===== src/rtl/itfa_pkg.sv =====
// ----------------------------------------------------------------------------
// itfa_pkg
// Shared constants and types of the idle timeout frame assembler.
// ----------------------------------------------------------------------------
`default_nettype none

package itfa_pkg;

  // frame store size and derived widths
  localparam int FRAME_DEPTH = 64;
  localparam int ADDR_W      = $clog2(FRAME_DEPTH);
  localparam int FILL_W      = $clog2(FRAME_DEPTH + 1);

  // fixed field widths
  localparam int TIME_W  = 32;
  localparam int BYTE_W  = 8;
  localparam int LIMIT_W = 7;
  localparam int LEN_W   = 7;

  // command queue between front and back
  localparam int Q_DEPTH = 2;
  localparam int Q_PTR_W = $clog2(Q_DEPTH);
  localparam int Q_CNT_W = $clog2(Q_DEPTH + 1);

  // input kinds
  localparam logic OP_BYTE = 1'b0;
  localparam logic OP_POLL = 1'b1;

  // configuration register indexes
  localparam logic REG_IDLE_TIMEOUT = 1'b0;
  localparam logic REG_FRAME_LIMIT  = 1'b1;

  // reset values of the configuration registers
  localparam logic [TIME_W-1:0]  IDLE_TIMEOUT_RST = 32'd1000;
  localparam logic [LIMIT_W-1:0] FRAME_LIMIT_RST  = 7'd64;

  // command from front to back: store one byte or read out a frame
  typedef struct packed {
    logic              flush;
    logic [ADDR_W-1:0] addr;
    logic [BYTE_W-1:0] data;
    logic [FILL_W-1:0] len;
  } cmd_t;

endpackage

`default_nettype wire


===== src/rtl/idle_timeout_frame_assembler_core.sv =====
// ----------------------------------------------------------------------------
// idle_timeout_frame_assembler_core
// Gathers received bytes into a frame and streams the frame out once a poll
// sees a silence longer than the configured idle timeout.
// ----------------------------------------------------------------------------
//  channel   dir  handshake                 payload
//  s_*       in   s_tvalid / s_tready       tdata: now_time, rx_byte; tuser: opcode
//  m_*       out  m_tvalid / m_tready       tdata: frame_byte, frame_length; tlast
//  cfg_*     in   cfg_we (no wait)          cfg_index, cfg_data
//
//  an input beat is taken each cycle while the two-entry command queue has
//  room; the back stores each byte in a single step, so bytes sustain one a cycle
//  while no frame is streaming out; a closed frame of n bytes streams out at one
//  beat per cycle while the output buffer has room: the back takes the command,
//  then reads the n bytes, paced by the frame store read port; polls queue up behind it
//  rst is synchronous; no clearing pass, the store needs none
//  output stalls hold the back; the front keeps accepting until the queue fills
// ----------------------------------------------------------------------------
`default_nettype none

module idle_timeout_frame_assembler_core (
  input  wire         clk,
  input  wire         rst,
  input  wire         cfg_we,
  input  wire         cfg_index,
  input  wire  [31:0] cfg_data,
  input  wire         s_tvalid,
  output logic        s_tready,
  input  wire  [39:0] s_tdata,   // now_time [31:0], rx_byte [39:32]
  input  wire  [0:0]  s_tuser,   // opcode [0]
  output logic        m_tvalid,
  input  wire         m_tready,
  output logic [15:0] m_tdata,   // frame_byte [7:0], frame_length [14:8], zero [15]
  output logic        m_tlast
);

  itfa_pkg::cmd_t               push_cmd;
  itfa_pkg::cmd_t               head_cmd;
  logic                         cmd_push;
  logic                         cmd_full;
  logic                         cmd_pop;
  logic                         cmd_valid;
  logic [itfa_pkg::BYTE_W-1:0]  frame_byte;
  logic [itfa_pkg::LEN_W-1:0]   frame_length;

  // front: accept and classify
  itfa_front u_front (
    .clk       (clk),
    .rst       (rst),
    .cfg_we    (cfg_we),
    .cfg_index (cfg_index),
    .cfg_data  (cfg_data),
    .in_valid  (s_tvalid),
    .in_ready  (s_tready),
    .opcode    (s_tuser[0]),
    .now_time  (s_tdata[31:0]),
    .rx_byte   (s_tdata[39:32]),
    .cmd_push  (cmd_push),
    .cmd       (push_cmd),
    .cmd_full  (cmd_full)
  );

  // command queue
  itfa_cmd_fifo u_queue (
    .clk       (clk),
    .rst       (rst),
    .push      (cmd_push),
    .push_cmd  (push_cmd),
    .full      (cmd_full),
    .pop       (cmd_pop),
    .not_empty (cmd_valid),
    .head      (head_cmd)
  );

  // back: store and readout
  itfa_back u_back (
    .clk           (clk),
    .rst           (rst),
    .cmd_valid     (cmd_valid),
    .cmd           (head_cmd),
    .cmd_pop       (cmd_pop),
    .out_valid     (m_tvalid),
    .out_ready     (m_tready),
    .frame_byte    (frame_byte),
    .frame_length  (frame_length),
    .last_of_frame (m_tlast)
  );

  assign m_tdata = {1'b0, frame_length, frame_byte};

endmodule

`default_nettype wire


===== src/rtl/itfa_ram.sv =====
// ----------------------------------------------------------------------------
// itfa_ram
// Generic single write, single read RAM with registered read data.
// ----------------------------------------------------------------------------
`default_nettype none

module itfa_ram #(
  parameter int WIDTH = 8,
  parameter int DEPTH = 64
) (
  input  wire                     clk,
  input  wire                     wr_en,
  input  wire [$clog2(DEPTH)-1:0] wr_addr,
  input  wire [WIDTH-1:0]         wr_data,
  input  wire                     rd_en,
  input  wire [$clog2(DEPTH)-1:0] rd_addr,
  output logic [WIDTH-1:0]        rd_data
);

  logic [WIDTH-1:0] mem [DEPTH];

  // write port and registered read port
  always_ff @(posedge clk) begin
    if (wr_en) begin
      mem[wr_addr] <= wr_data;
    end
    if (rd_en) begin
      rd_data <= mem[rd_addr];
    end
  end

endmodule

`default_nettype wire


===== src/rtl/itfa_cmd_fifo.sv =====
// ----------------------------------------------------------------------------
// itfa_cmd_fifo
// Short register queue of commands between the front and the back.
// ----------------------------------------------------------------------------
`default_nettype none

module itfa_cmd_fifo (
  input  wire           clk,
  input  wire           rst,
  input  wire           push,
  input  itfa_pkg::cmd_t push_cmd,
  output logic          full,
  input  wire           pop,
  output logic          not_empty,
  output itfa_pkg::cmd_t head
);

  itfa_pkg::cmd_t                  slots [itfa_pkg::Q_DEPTH];
  logic [itfa_pkg::Q_PTR_W-1:0]    wr_ptr;
  logic [itfa_pkg::Q_PTR_W-1:0]    rd_ptr;
  logic [itfa_pkg::Q_CNT_W-1:0]    count;
  logic                            do_push;
  logic                            do_pop;

  assign full      = (count == itfa_pkg::Q_CNT_W'(itfa_pkg::Q_DEPTH));
  assign not_empty = (count != '0);
  assign head      = slots[rd_ptr];
  assign do_push   = push && !full;
  assign do_pop    = pop && not_empty;

  // pointer wrap
  function automatic logic [itfa_pkg::Q_PTR_W-1:0] ptr_inc(
    input logic [itfa_pkg::Q_PTR_W-1:0] p
  );
    if (p == itfa_pkg::Q_PTR_W'(itfa_pkg::Q_DEPTH - 1)) begin
      return '0;
    end
    return p + 1'b1;
  endfunction

  // pointers and fill count
  always_ff @(posedge clk) begin
    if (rst) begin
      wr_ptr <= '0;
      rd_ptr <= '0;
      count  <= '0;
    end else begin
      if (do_push) begin
        wr_ptr <= ptr_inc(wr_ptr);
      end
      if (do_pop) begin
        rd_ptr <= ptr_inc(rd_ptr);
      end
      if (do_push && !do_pop) begin
        count <= count + 1'b1;
      end else if (do_pop && !do_push) begin
        count <= count - 1'b1;
      end
    end
  end

  // slot storage
  always_ff @(posedge clk) begin
    if (do_push) begin
      slots[wr_ptr] <= push_cmd;
    end
  end

endmodule

`default_nettype wire


===== src/rtl/itfa_front.sv =====
// ----------------------------------------------------------------------------
// itfa_front
// Accepts bytes and polls, tracks fill count and last byte time, and issues
// store and readout commands.
// ----------------------------------------------------------------------------
`default_nettype none

module itfa_front (
  input  wire                              clk,
  input  wire                              rst,
  input  wire                              cfg_we,
  input  wire                              cfg_index,
  input  wire [itfa_pkg::TIME_W-1:0]       cfg_data,
  input  wire                              in_valid,
  output logic                             in_ready,
  input  wire                              opcode,
  input  wire [itfa_pkg::TIME_W-1:0]       now_time,
  input  wire [itfa_pkg::BYTE_W-1:0]       rx_byte,
  output logic                             cmd_push,
  output itfa_pkg::cmd_t                   cmd,
  input  wire                              cmd_full
);

  logic [itfa_pkg::TIME_W-1:0]  idle_timeout;
  logic [itfa_pkg::LIMIT_W-1:0] frame_limit;
  logic [itfa_pkg::FILL_W-1:0]  fill_count;
  logic [itfa_pkg::FILL_W-1:0]  fill_count_next;
  logic [itfa_pkg::TIME_W-1:0]  last_rx_time;
  logic [itfa_pkg::FILL_W-1:0]  lim;
  logic [itfa_pkg::ADDR_W-1:0]  wr_idx;
  logic [itfa_pkg::TIME_W-1:0]  silence;
  logic                         accept;
  logic                         timed_out;

  assign in_ready = !cmd_full;
  assign accept   = in_valid && in_ready;

  // configuration registers
  always_ff @(posedge clk) begin
    if (rst) begin
      idle_timeout <= itfa_pkg::IDLE_TIMEOUT_RST;
      frame_limit  <= itfa_pkg::FRAME_LIMIT_RST;
    end else if (cfg_we) begin
      unique case (cfg_index)
        itfa_pkg::REG_IDLE_TIMEOUT: idle_timeout <= cfg_data;
        itfa_pkg::REG_FRAME_LIMIT:  frame_limit  <= cfg_data[itfa_pkg::LIMIT_W-1:0];
        default: ;
      endcase
    end
  end

  // effective limit, store slot and silence check
  always_comb begin
    priority if (frame_limit == '0) begin
      lim = itfa_pkg::FILL_W'(1);
    end else if (frame_limit > itfa_pkg::LIMIT_W'(itfa_pkg::FRAME_DEPTH)) begin
      lim = itfa_pkg::FILL_W'(itfa_pkg::FRAME_DEPTH);
    end else begin
      lim = itfa_pkg::FILL_W'(frame_limit);
    end
    if (fill_count >= lim) begin
      wr_idx = itfa_pkg::ADDR_W'(lim - 1'b1);
    end else begin
      wr_idx = itfa_pkg::ADDR_W'(fill_count);
    end
    silence   = now_time - last_rx_time;
    timed_out = (fill_count != '0) && (silence > idle_timeout);
  end

  // command to the back
  always_comb begin
    cmd.flush       = (opcode == itfa_pkg::OP_POLL);
    cmd.addr        = wr_idx;
    cmd.data        = rx_byte;
    cmd.len         = fill_count;
    cmd_push        = accept && ((opcode == itfa_pkg::OP_BYTE) || timed_out);
    fill_count_next = fill_count;
    if (accept) begin
      if (opcode == itfa_pkg::OP_BYTE) begin
        fill_count_next = itfa_pkg::FILL_W'(wr_idx) + 1'b1;
      end else if (timed_out) begin
        fill_count_next = '0;
      end
    end
  end

  // frame tracking state
  always_ff @(posedge clk) begin
    if (rst) begin
      fill_count   <= '0;
      last_rx_time <= '0;
    end else begin
      fill_count <= fill_count_next;
      if (accept && (opcode == itfa_pkg::OP_BYTE)) begin
        last_rx_time <= now_time;
      end
    end
  end

endmodule

`default_nettype wire


===== src/rtl/itfa_back.sv =====
// ----------------------------------------------------------------------------
// itfa_back
// Executes queued commands on the frame store: stores bytes and streams out
// closed frames through a two-entry output buffer.
// ----------------------------------------------------------------------------
`default_nettype none

module itfa_back (
  input  wire                          clk,
  input  wire                          rst,
  input  wire                          cmd_valid,
  input  itfa_pkg::cmd_t               cmd,
  output logic                         cmd_pop,
  output logic                         out_valid,
  input  wire                          out_ready,
  output logic [itfa_pkg::BYTE_W-1:0]  frame_byte,
  output logic [itfa_pkg::LEN_W-1:0]   frame_length,
  output logic                         last_of_frame
);

  typedef enum logic [1:0] {
    BK_IDLE = 2'b01,
    BK_READ = 2'b10
  } bk_state_t;

  typedef struct packed {
    logic [itfa_pkg::BYTE_W-1:0] data;
    logic [itfa_pkg::FILL_W-1:0] len;
    logic                        last;
  } ent_t;

  bk_state_t                    state;
  bk_state_t                    state_next;
  logic [itfa_pkg::ADDR_W-1:0]  rd_idx;
  logic [itfa_pkg::FILL_W-1:0]  len;
  logic                         wr_en;
  logic                         rd_en;
  logic                         rd_last;
  logic [itfa_pkg::BYTE_W-1:0]  rd_data;
  logic                         inflight;
  logic [itfa_pkg::FILL_W-1:0]  inflight_len;
  logic                         inflight_last;
  logic                         skid_valid;
  ent_t                         out_ent;
  ent_t                         skid_ent;
  ent_t                         arr_ent;
  logic                         pop;
  logic [1:0]                   occ;
  logic                         room;

  itfa_ram #(
    .WIDTH (itfa_pkg::BYTE_W),
    .DEPTH (itfa_pkg::FRAME_DEPTH)
  ) u_store (
    .clk     (clk),
    .wr_en   (wr_en),
    .wr_addr (cmd.addr),
    .wr_data (cmd.data),
    .rd_en   (rd_en),
    .rd_addr (rd_idx),
    .rd_data (rd_data)
  );

  // buffer occupancy including the read in flight
  assign pop  = out_valid && out_ready;
  assign occ  = 2'(out_valid) + 2'(skid_valid) + 2'(inflight);
  assign room = (occ - 2'(pop)) < 2'd2;

  // command sequencing
  always_comb begin
    state_next = state;
    cmd_pop    = 1'b0;
    wr_en      = 1'b0;
    rd_en      = 1'b0;
    rd_last    = (itfa_pkg::FILL_W'(rd_idx) + 1'b1) == len;
    unique case (state)
      BK_IDLE: begin
        if (cmd_valid) begin
          cmd_pop = 1'b1;
          if (cmd.flush) begin
            state_next = BK_READ;
          end else begin
            wr_en = 1'b1;
          end
        end
      end
      BK_READ: begin
        if (room) begin
          rd_en = 1'b1;
          if (rd_last) begin
            state_next = BK_IDLE;
          end
        end
      end
      default: state_next = BK_IDLE;
    endcase
  end

  // sequencer state and read flags
  always_ff @(posedge clk) begin
    if (rst) begin
      state    <= BK_IDLE;
      inflight <= 1'b0;
    end else begin
      state    <= state_next;
      inflight <= rd_en;
    end
  end

  // readout index, frame length and read meta
  always_ff @(posedge clk) begin
    if (state == BK_IDLE && cmd_valid && cmd.flush) begin
      len    <= cmd.len;
      rd_idx <= '0;
    end else if (rd_en) begin
      rd_idx <= rd_idx + 1'b1;
    end
    if (rd_en) begin
      inflight_len  <= len;
      inflight_last <= rd_last;
    end
  end

  assign arr_ent = '{data: rd_data, len: inflight_len, last: inflight_last};

  // output register and skid stage
  always_ff @(posedge clk) begin
    if (rst) begin
      out_valid  <= 1'b0;
      skid_valid <= 1'b0;
    end else if (!out_valid || pop) begin
      if (skid_valid) begin
        out_valid <= 1'b1;
        out_ent   <= skid_ent;
        if (inflight) begin
          skid_ent <= arr_ent;
        end else begin
          skid_valid <= 1'b0;
        end
      end else if (inflight) begin
        out_valid <= 1'b1;
        out_ent   <= arr_ent;
      end else begin
        out_valid <= 1'b0;
      end
    end else if (inflight) begin
      skid_valid <= 1'b1;
      skid_ent   <= arr_ent;
    end
  end

  assign frame_byte    = out_ent.data;
  assign frame_length  = itfa_pkg::LEN_W'(out_ent.len);
  assign last_of_frame = out_ent.last;

  // buffer never overflows
  a_occ_bound: assert property (@(posedge clk) disable iff (rst)
    $countones({out_valid, skid_valid, inflight}) <= 2)
    else $error("readout buffer over capacity");

  // arriving read data always finds a free place
  a_arrival_room: assert property (@(posedge clk) disable iff (rst)
    inflight |-> !(out_valid && skid_valid && !pop))
    else $error("read data arrived into a full buffer");

  // last read of a frame returns the sequencer to idle
  a_last_ends: assert property (@(posedge clk) disable iff (rst)
    (rd_en && rd_last) |=> (state == BK_IDLE))
    else $error("readout continued past frame end");

  // skid holds data only behind a full output register
  a_skid_order: assert property (@(posedge clk) disable iff (rst)
    skid_valid |-> out_valid)
    else $error("skid stage holds data with empty output register");

endmodule

`default_nettype wire


===== config.mk =====
export PLATFORM = sky130hd
export DESIGN_NAME = idle_timeout_frame_assembler_core
export DESIGN_NICKNAME = d
export VERILOG_FILES = /design/src/rtl/itfa_pkg.sv /design/src/rtl/idle_timeout_frame_assembler_core.sv /design/src/rtl/itfa_ram.sv /design/src/rtl/itfa_cmd_fifo.sv /design/src/rtl/itfa_front.sv /design/src/rtl/itfa_back.sv
export SDC_FILE = /design/constraint.sdc
export NUM_CORES = 1
export LEC_CHECK = 0
export BUFFER_PORTS_ARGS = -buffer_cell sky130_fd_sc_hd__buf_2
export CORE_ASPECT_RATIO = 1.75
export CORE_MARGIN = 10
export CORE_UTILIZATION = 35
export DETAILED_ROUTE_END_ITERATION = 10
export HOLD_SLACK_MARGIN = 0.06
export PLACE_DENSITY = 0.48
export REMOVE_ABC_BUFFERS = 1
export SLEW_MARGIN = 5
export SYNTH_ARGS = -nofsm -noshare
export SYNTH_HDL_FRONTEND = slang
export SYNTH_HIERARCHICAL = 1
export SYNTH_SLANG_ARGS = --single-unit

===== constraint.sdc =====
create_clock -name clk -period 7.5 [get_ports clk]
set_clock_uncertainty 0.05 [all_clocks]
set_input_delay 0.75 -clock clk [delete_from_list [all_inputs] [get_ports clk]]
set_output_delay 0.75 -clock clk [all_outputs]
set_load 0.03 [all_outputs]

**Word-level counts from Yosys, hierarchy flattened**

Memories as Yosys holds them, arrays and structs flattened. A register that Yosys moved wholly into a read port is not among the register bits.
Index checks and enable logic that the tools add are counted.
Widths: inputs -> output; s select.

- Register bits after elaboration: 140
- Latch bits: 0
- Bits in writable memories: 556
- Bits in read-only memories: 0
- Input port bits: 79
- Output and inout port bits: 19
- Word-level logic and storage cells: 126
- Memories kept: 2

- $add $sub $neg: 12
- $mul: 0
- Divide/modulo/power cells: 0
- Magnitude comparators: 4
- Equal/unequal tests: 10
- Shift-type cells: 0
- Multiplexer cells: 45
- Bitwise operators: 3
- Reduce and logical (&&, ||, !) cells: 29

Memories:

| name | depth | bits a word | rd ports | clocked after Yosys merged registers in | write ports | line | text |
|---|---|---|---|---|---|---|---|
| u_back.u_store.mem | 64 | 8 | 1 | 1 | 1 | itfa_ram.sv:20 | `logic [WIDTH-1:0] mem [DEPTH];` |
| u_queue.slots | 2 | 22 | 1 | 1 | 1 | itfa_cmd_fifo.sv:18 | `itfa_pkg::cmd_t slots [itfa_pkg::Q_DEPTH];` |

Operators with widths:

| cell | count |
|---|---|
| $mux 16 | 5 |
| $gt 32x32->1 | 1 |
| $sub 32x32->32 | 1 |
| $mux 1 | 28 |
| $mux 7 | 4 |
| $add 6x1->7 const B | 2 |
| $mux 2 | 6 |
| $ne 2x1->1 const B | 6 |
| $logic_and 1x1->1 | 11 |
| $reduce_and 2->1 | 4 |
| $reduce_bool 2->1 | 4 |
| $eq 7x7->1 | 1 |
| $ge 7x7->1 | 1 |
| $gt 7x7->1 const B | 1 |
| $logic_not 7->1 | 1 |
| $reduce_bool 7->1 | 1 |
| $add 6x1->6 const B | 1 |
| $mux 6 | 1 |
| $sub 6x1->6 const B | 1 |
| $eq 2x2->1 const B | 2 |
| $logic_not 1->1 | 4 |
| $pmux 2 s2 | 1 |
| $reduce_and 4->1 | 1 |
| $not 1->1 | 3 |
| 10 further kinds | 12 |

**Depth between registers and ports, before layout**

- Depth in word-level cells: 10
- Gate-level depth with buffers: 26
- Mapped depth without buffers: 26

**Cells and area by module**

Netlist, hierarchy kept.

Modules (own cells, without submodules):

| module | times used | cells each | area each (um^2) | sequential area each (um^2) |
|---|---|---|---|---|
| itfa_ram | 1 | 940 | 20246.9 | 15615.0 |
| itfa_front | 1 | 793 | 5795.6 | 1561.5 |
| itfa_back | 1 | 150 | 2302.2 | 1631.6 |
| itfa_cmd_fifo | 1 | 93 | 1799.2 | 1421.4 |
| idle_timeout_frame_assembler_core | 1 | 2 | 11.3 | 0.0 |

**Worst setup path after synthesis**

OpenSTA, ideal clock, no wires.

- Path kind: input-to-reg
- Start: in s_tdata[0]
- End: mem u_queue/slots[0][0] in the netlist's numbering (enable)
- Library setup time: 377 ps
- Arrival: 4652 ps
- Data required time: 7073 ps
- Slack: 2421 ps
- Cell stages on the path: 22
- Buffers on the path: 0
- Path through: inv_1 > ha_1 > inv_1 > fa_1 > a21oi_1 > o2111a_1 > nor3_1 > o21ai_0 > o21a_1 > o221ai_1 > a31o_2 > xor2_1 > ha_1 > nand4_1 > nor2_1 > nand3_1 > o31ai_1 > or2_2 > o211ai_1 > inv_1 > or3_1 > inv_1

- Cells in the longest elaborated chain, start to end: 8

RTL lines:

| item | line | text |
|---|---|---|
| start, declared | idle_timeout_frame_assembler_core.sv:29 | `input wire [39:0] s_tdata,` |
| $sub 32x32->32 | itfa_front.sv:66 | `silence = now_time - last_rx_time;` |
| $gt 32x32->1 | itfa_front.sv:67 | `timed_out = (fill_count != '0) && (silence > idle_timeout);` |
| $logic_and 1x1->1 | itfa_front.sv:67 |  |
| $logic_or 1x1->1 | itfa_front.sv:76 | `cmd_push = accept && ((opcode == itfa_pkg::OP_BYTE) \|\| timed_out);` |
| $logic_and 1x1->1 | itfa_front.sv:76 |  |
| via cmd_push | idle_timeout_frame_assembler_core.sv:39 | `logic cmd_push;` |
| $logic_and 1x1->1 | itfa_cmd_fifo.sv:28 | `assign do_push = push && !full;` |
| $mux 1 | itfa_cmd_fifo.sv:64 | `if (do_push) begin` |
| $mux 1 (not written as such) | itfa_cmd_fifo.sv:65 | `slots[wr_ptr] <= push_cmd;` |
| end, declared | itfa_cmd_fifo.sv:18 |  |

The timed path passes the listed nets, and every way through them passes these cells.

**Final worst setup path**

- Start: reg u_front/last_rx_time[0] in the netlist's numbering
- End: mem u_queue/slots[0][9] in the netlist's numbering (enable)

- Cells in the longest elaborated chain, start to end: 8

RTL lines:

| item | line | text |
|---|---|---|
| start, declared | itfa_front.sv:28 | `logic [itfa_pkg::TIME_W-1:0] last_rx_time;` |
| start signal, assigned | itfa_front.sv:95 | `last_rx_time <= now_time;` |
| $sub 32x32->32 | itfa_front.sv:66 |  |
| $gt 32x32->1 | itfa_front.sv:67 |  |
| $logic_and 1x1->1 | itfa_front.sv:67 |  |
| $logic_or 1x1->1 | itfa_front.sv:76 |  |
| $logic_and 1x1->1 | itfa_front.sv:76 |  |
| via cmd_push | idle_timeout_frame_assembler_core.sv:39 |  |
| $logic_and 1x1->1 | itfa_cmd_fifo.sv:28 |  |
| $mux 1 | itfa_cmd_fifo.sv:64 |  |
| $mux 1 (not written as such) | itfa_cmd_fifo.sv:65 |  |

The timed path passes the listed nets, and every way through them passes these cells.

==> impl_metrics.yaml <==
yosys:
  synth_top_area_share_pct: 60.8
  synth_warnings: 6
  synthCells: 1978
  synth.area.top_cells: "edfxtp_1 61%, mux4_2 9.4%, dfxtp_1 6.2%, ha_1 3.2%, nand2_1 2.2%"
  syn_area_per_cell_um2: 15.2
  synth_edf_count: 611
  synth-async-reset-ratio_pct: 0
  synthFlopType: "edfxtp_1"
  ys_ff_latch: 705
  synth_top_area_cell: "edfxtp_1"
  yosysSeqAreaShare_pct: 67.1
  synth_cell_types: 80
  synth_area_mm2: 0.0302
clock_tree:
  cts_setup_buffers: 0
  clock-sinks: 705
  clkSlewWorstSetupHoldPaths_ps: 60
  ctsResizeCount: 0
  clk_latency_ps: 630
  root_buffer: "clkbuf_16"
  holdBufCountCts: 0
  cts.path.max_buffers: 3
  cts_buffers: 69
  cts_tree: "done"
  htreeDepth: 3
detailed_routing:
  wl_per_cell_um: 23.9
  dr.pass1.iters: 6
  routed_wl_mm: 78.4
  postRouteAntennaNets: 0
  drt_iter0_drc: 1161
  drc: 0
  route.vias.total: 16922
  via_per_inst: 5.16
floorplan:
  die_x_um: 242
  core_mm2: 0.0856
  dieHeight_um: 408
  io-pin-count: 98
  std_cell_rows: 142
  dieArea_mm2: 0.0988
  start_util_pct: 35.2
power_and_ir_drop:
  fin_total_pwr_mw: 10.3
  p_leak_nw: 10.9
  swShare_pct: 27.5
  p_comb_share_pct: 18.3
  cellPowerDensity_mw_per_mm2: 302
  power_switching_mw: 2.82
  p_clk_share_pct: 34.9
  ir_worst_vdd_mv: 0.180
  pwr-share-seq_pct: 46.8
  p_int_mw: 7.46
worst_setup_path:
  required_ps: 7690
  critical_path_buf_inv_count: 3
  cp_common_cell: "inv_1"
  cp-end-kind: "flop"
  reg2regPathDepth: 21
  arrival_ps: 5840
  critPathSlowestCell: "inv_1"
  max_stage_delay_ps: 660
  critPathLaunchType: "flop"
  cp_num_cells: 21
  critPathMaxFanout: 22
  critical_path_class: "flop to flop"
  crit_chain: "ha_1, inv_1, fa_1, a21oi_1, o2111a_1, nor3_1, o21ai_0, o21a_1, o221ai_1, a31o_2, xor2_1, ha_1, nand4_1, nor2_1, nand3_1, o31ai_1, or2_2, o211ai_1, inv_1, or3_1, inv_1"
  cpLargestDelayFamily: "compound AO/OA/AOI/OAI gates"
timing:
  drv_slew: 0
  finalHoldViolations: 0
  post-route-period-util_pct: 75.3
  relSlewSlack_pct: 15.8
  timing.final.ws_setup_ps: 1850
  max_slew.worst_pin.slew_ps: 1260
  tns_ps: 0
  setup_viol: 0
  fin_crit_ps: 5650
  rsz0062_at_grt: "no"
  fmax_mhz: 177
finish:
  diodes: 0
  fin_area_mm2: 0.0341
  drive_gt1_share_pct: 20.2
  ff_latch_area_mm2: 0.0202
  multi_input_area_mm2: 0.00905
  nets: 2230
  nFillCells: 8010
  area_growth_pct: 13.0
worst_hold_path:
  hold_path_class: "primary input to flop"
  hold_depth: 1
job:
  drv_cap: 0
outcome:
  status: "finished clean"
grt:
  grt_pass1_wl_mm: 117
  grt_max_degree: 80
  antenna_found_initial: 2
  grt_usage_pct: 15.7
  first_global_vias: 17803
  overflow: 0
placed_design:
  io_buffers: 96
  gp_congestion: 0.857
  post-place-ws_ps: 1210
  dpl_cell_area_mm2: 0.0318
  dp_hpwl_mm: 54.0
synthesized netlist by cell type (5+ instances only):
master / count
edfxtp_1: 611
nand2_1: 179
nor2_1: 135
mux4_2: 126
a21oi_1: 111
inv_1: 95
dfxtp_1: 94
ha_1: 76
mux2_2: 53
clkbuf_1: 48
nand3_1: 36
mux2i_1: 27
o21ai_0: 27
nor3_1: 26
a21o_1: 23
buf_4: 23
xnor2_1: 23
nor2b_1: 22
xor2_1: 18
nand4_1: 16
buf_2: 15
nand2b_1: 14
o21a_1: 12
o22ai_1: 12
a211o_1: 11
o221ai_1: 10
or3_1: 10
o211ai_1: 8
a211oi_1: 7
a221oi_1: 6
buf_1: 5
o2111ai_1: 5
o21ai_1: 5
o31ai_1: 5
or2_2: 5
power groups by stage:
stage	combinational, mW	sequential [mW]	clock (mW)
floorplan	1.22	4.95	0
global placement	1.90	4.90	0
detailed placement	1.93	4.91	0
CTS	1.94	4.82	3.70
global route	2.05	4.84	3.85
finish	1.88	4.82	3.59
flip-flops by register name, summed over array words and instances, names as in the netlist, 2 cells and up, named ones only:
name	cells
u_front/last_rx_time	32
u_back/len	7
u_back/inflight_len	7
u_back/state	2
u_queue/count	2
u_back/u_store/rd_data	8
u_back/frame_byte	8
u_front/fill_count	7
u_front/idle_timeout	32
u_back/frame_length	7
u_front/frame_limit	7
u_back/skid_ent	16
u_back/rd_idx	6
u_back/u_store/mem	512
u_queue/slots	44
layout by cell type, fill, tap and decap left out, types with 12 or more instances in the layout:
| master | synthesis | routed |
|---|---|---|
| a21o_1 | 23 | 23 |
| a21oi_1 | 111 | 111 |
| buf_2 | 15 | 95 |
| buf_4 | 23 | 27 |
| clkbuf_1 | 48 | 13 |
| clkbuf_16 | 0 | 72 |
| dfxtp_1 | 94 | 90 |
| edfxtp_1 | 611 | 611 |
| ha_1 | 76 | 76 |
| inv_1 | 95 | 95 |
| mux2_2 | 53 | 53 |
| mux2i_1 | 27 | 27 |
| mux4_2 | 126 | 126 |
| nand2_1 | 179 | 179 |
| nand2b_1 | 14 | 14 |
| nand3_1 | 36 | 36 |
| nand4_1 | 16 | 16 |
| nor2_1 | 135 | 134 |
| nor2b_1 | 22 | 21 |
| nor3_1 | 26 | 24 |
| o21a_1 | 12 | 12 |
| o21ai_0 | 27 | 27 |
| o22ai_1 | 12 | 12 |
| xnor2_1 | 23 | 23 |
| xor2_1 | 18 | 18 |
per-layer routing:
layer / up-vias / GRT usage, % / routed length [um]
met1: 8645 / 15.9 / 28100
met2: 388 / 30.9 / 44400
met3: 130 / 2.72 / 3170
met5: - / 0 / 34
met4: 4 / 6.40 / 2700
li1: 7755 / - / -
per-stage QoR:
step | std cells | hold slack [ps] | utilization (%)
floorplan | 1881 | 372 | -
global placement | 3155 | 386 | 37.1
detailed placement | 3155 | 391 | 37.1
CTS | 3280 | 208 | 39.8
global route | 3280 | 239 | 39.8
finish | 3280 | 263 | 39.8
cell families after synthesis:
group / Yosys count / share of synthesized area (%)
AOI/OAI and AO/OA: 281 / 6.10
xor gates and xnor gates: 41 / 1.19
adders and majority gates: 77 / 3.22
buffers and inverters: 193 / 2.96
DFF: 705 / 67.1
muxes: 208 / 12.4
other: 1 / 0.0124
and+or+nand+nor: 472 / 7.05
cell type report:
class                           count  share of cell area [%]
Clock inverter                     40                    1.37
Tap cell                         1152                    4.23
Clock buffer                       85                    5.43
Inverter                           96                    1.06
Multi-Input combinational cell   1080                    26.5
Timing Repair Buffer              122                    1.99
Sequential cell                   705                    59.4
path summary, 6_finish.rpt:
path	from	end	slack, ps
hold / removal	s_tdata[39]	u_queue/slots[1][14]	260
setup reg to reg	u_front/last_rx_time[0]	u_queue/slots[0][9]	1850
setup / recovery	u_front/last_rx_time[0]	u_queue/slots[0][9]	1850
hold reg to reg	u_back/inflight_last	u_back/skid_ent[0]	390
Note: power is estimated with default switching activity, not from simulation.
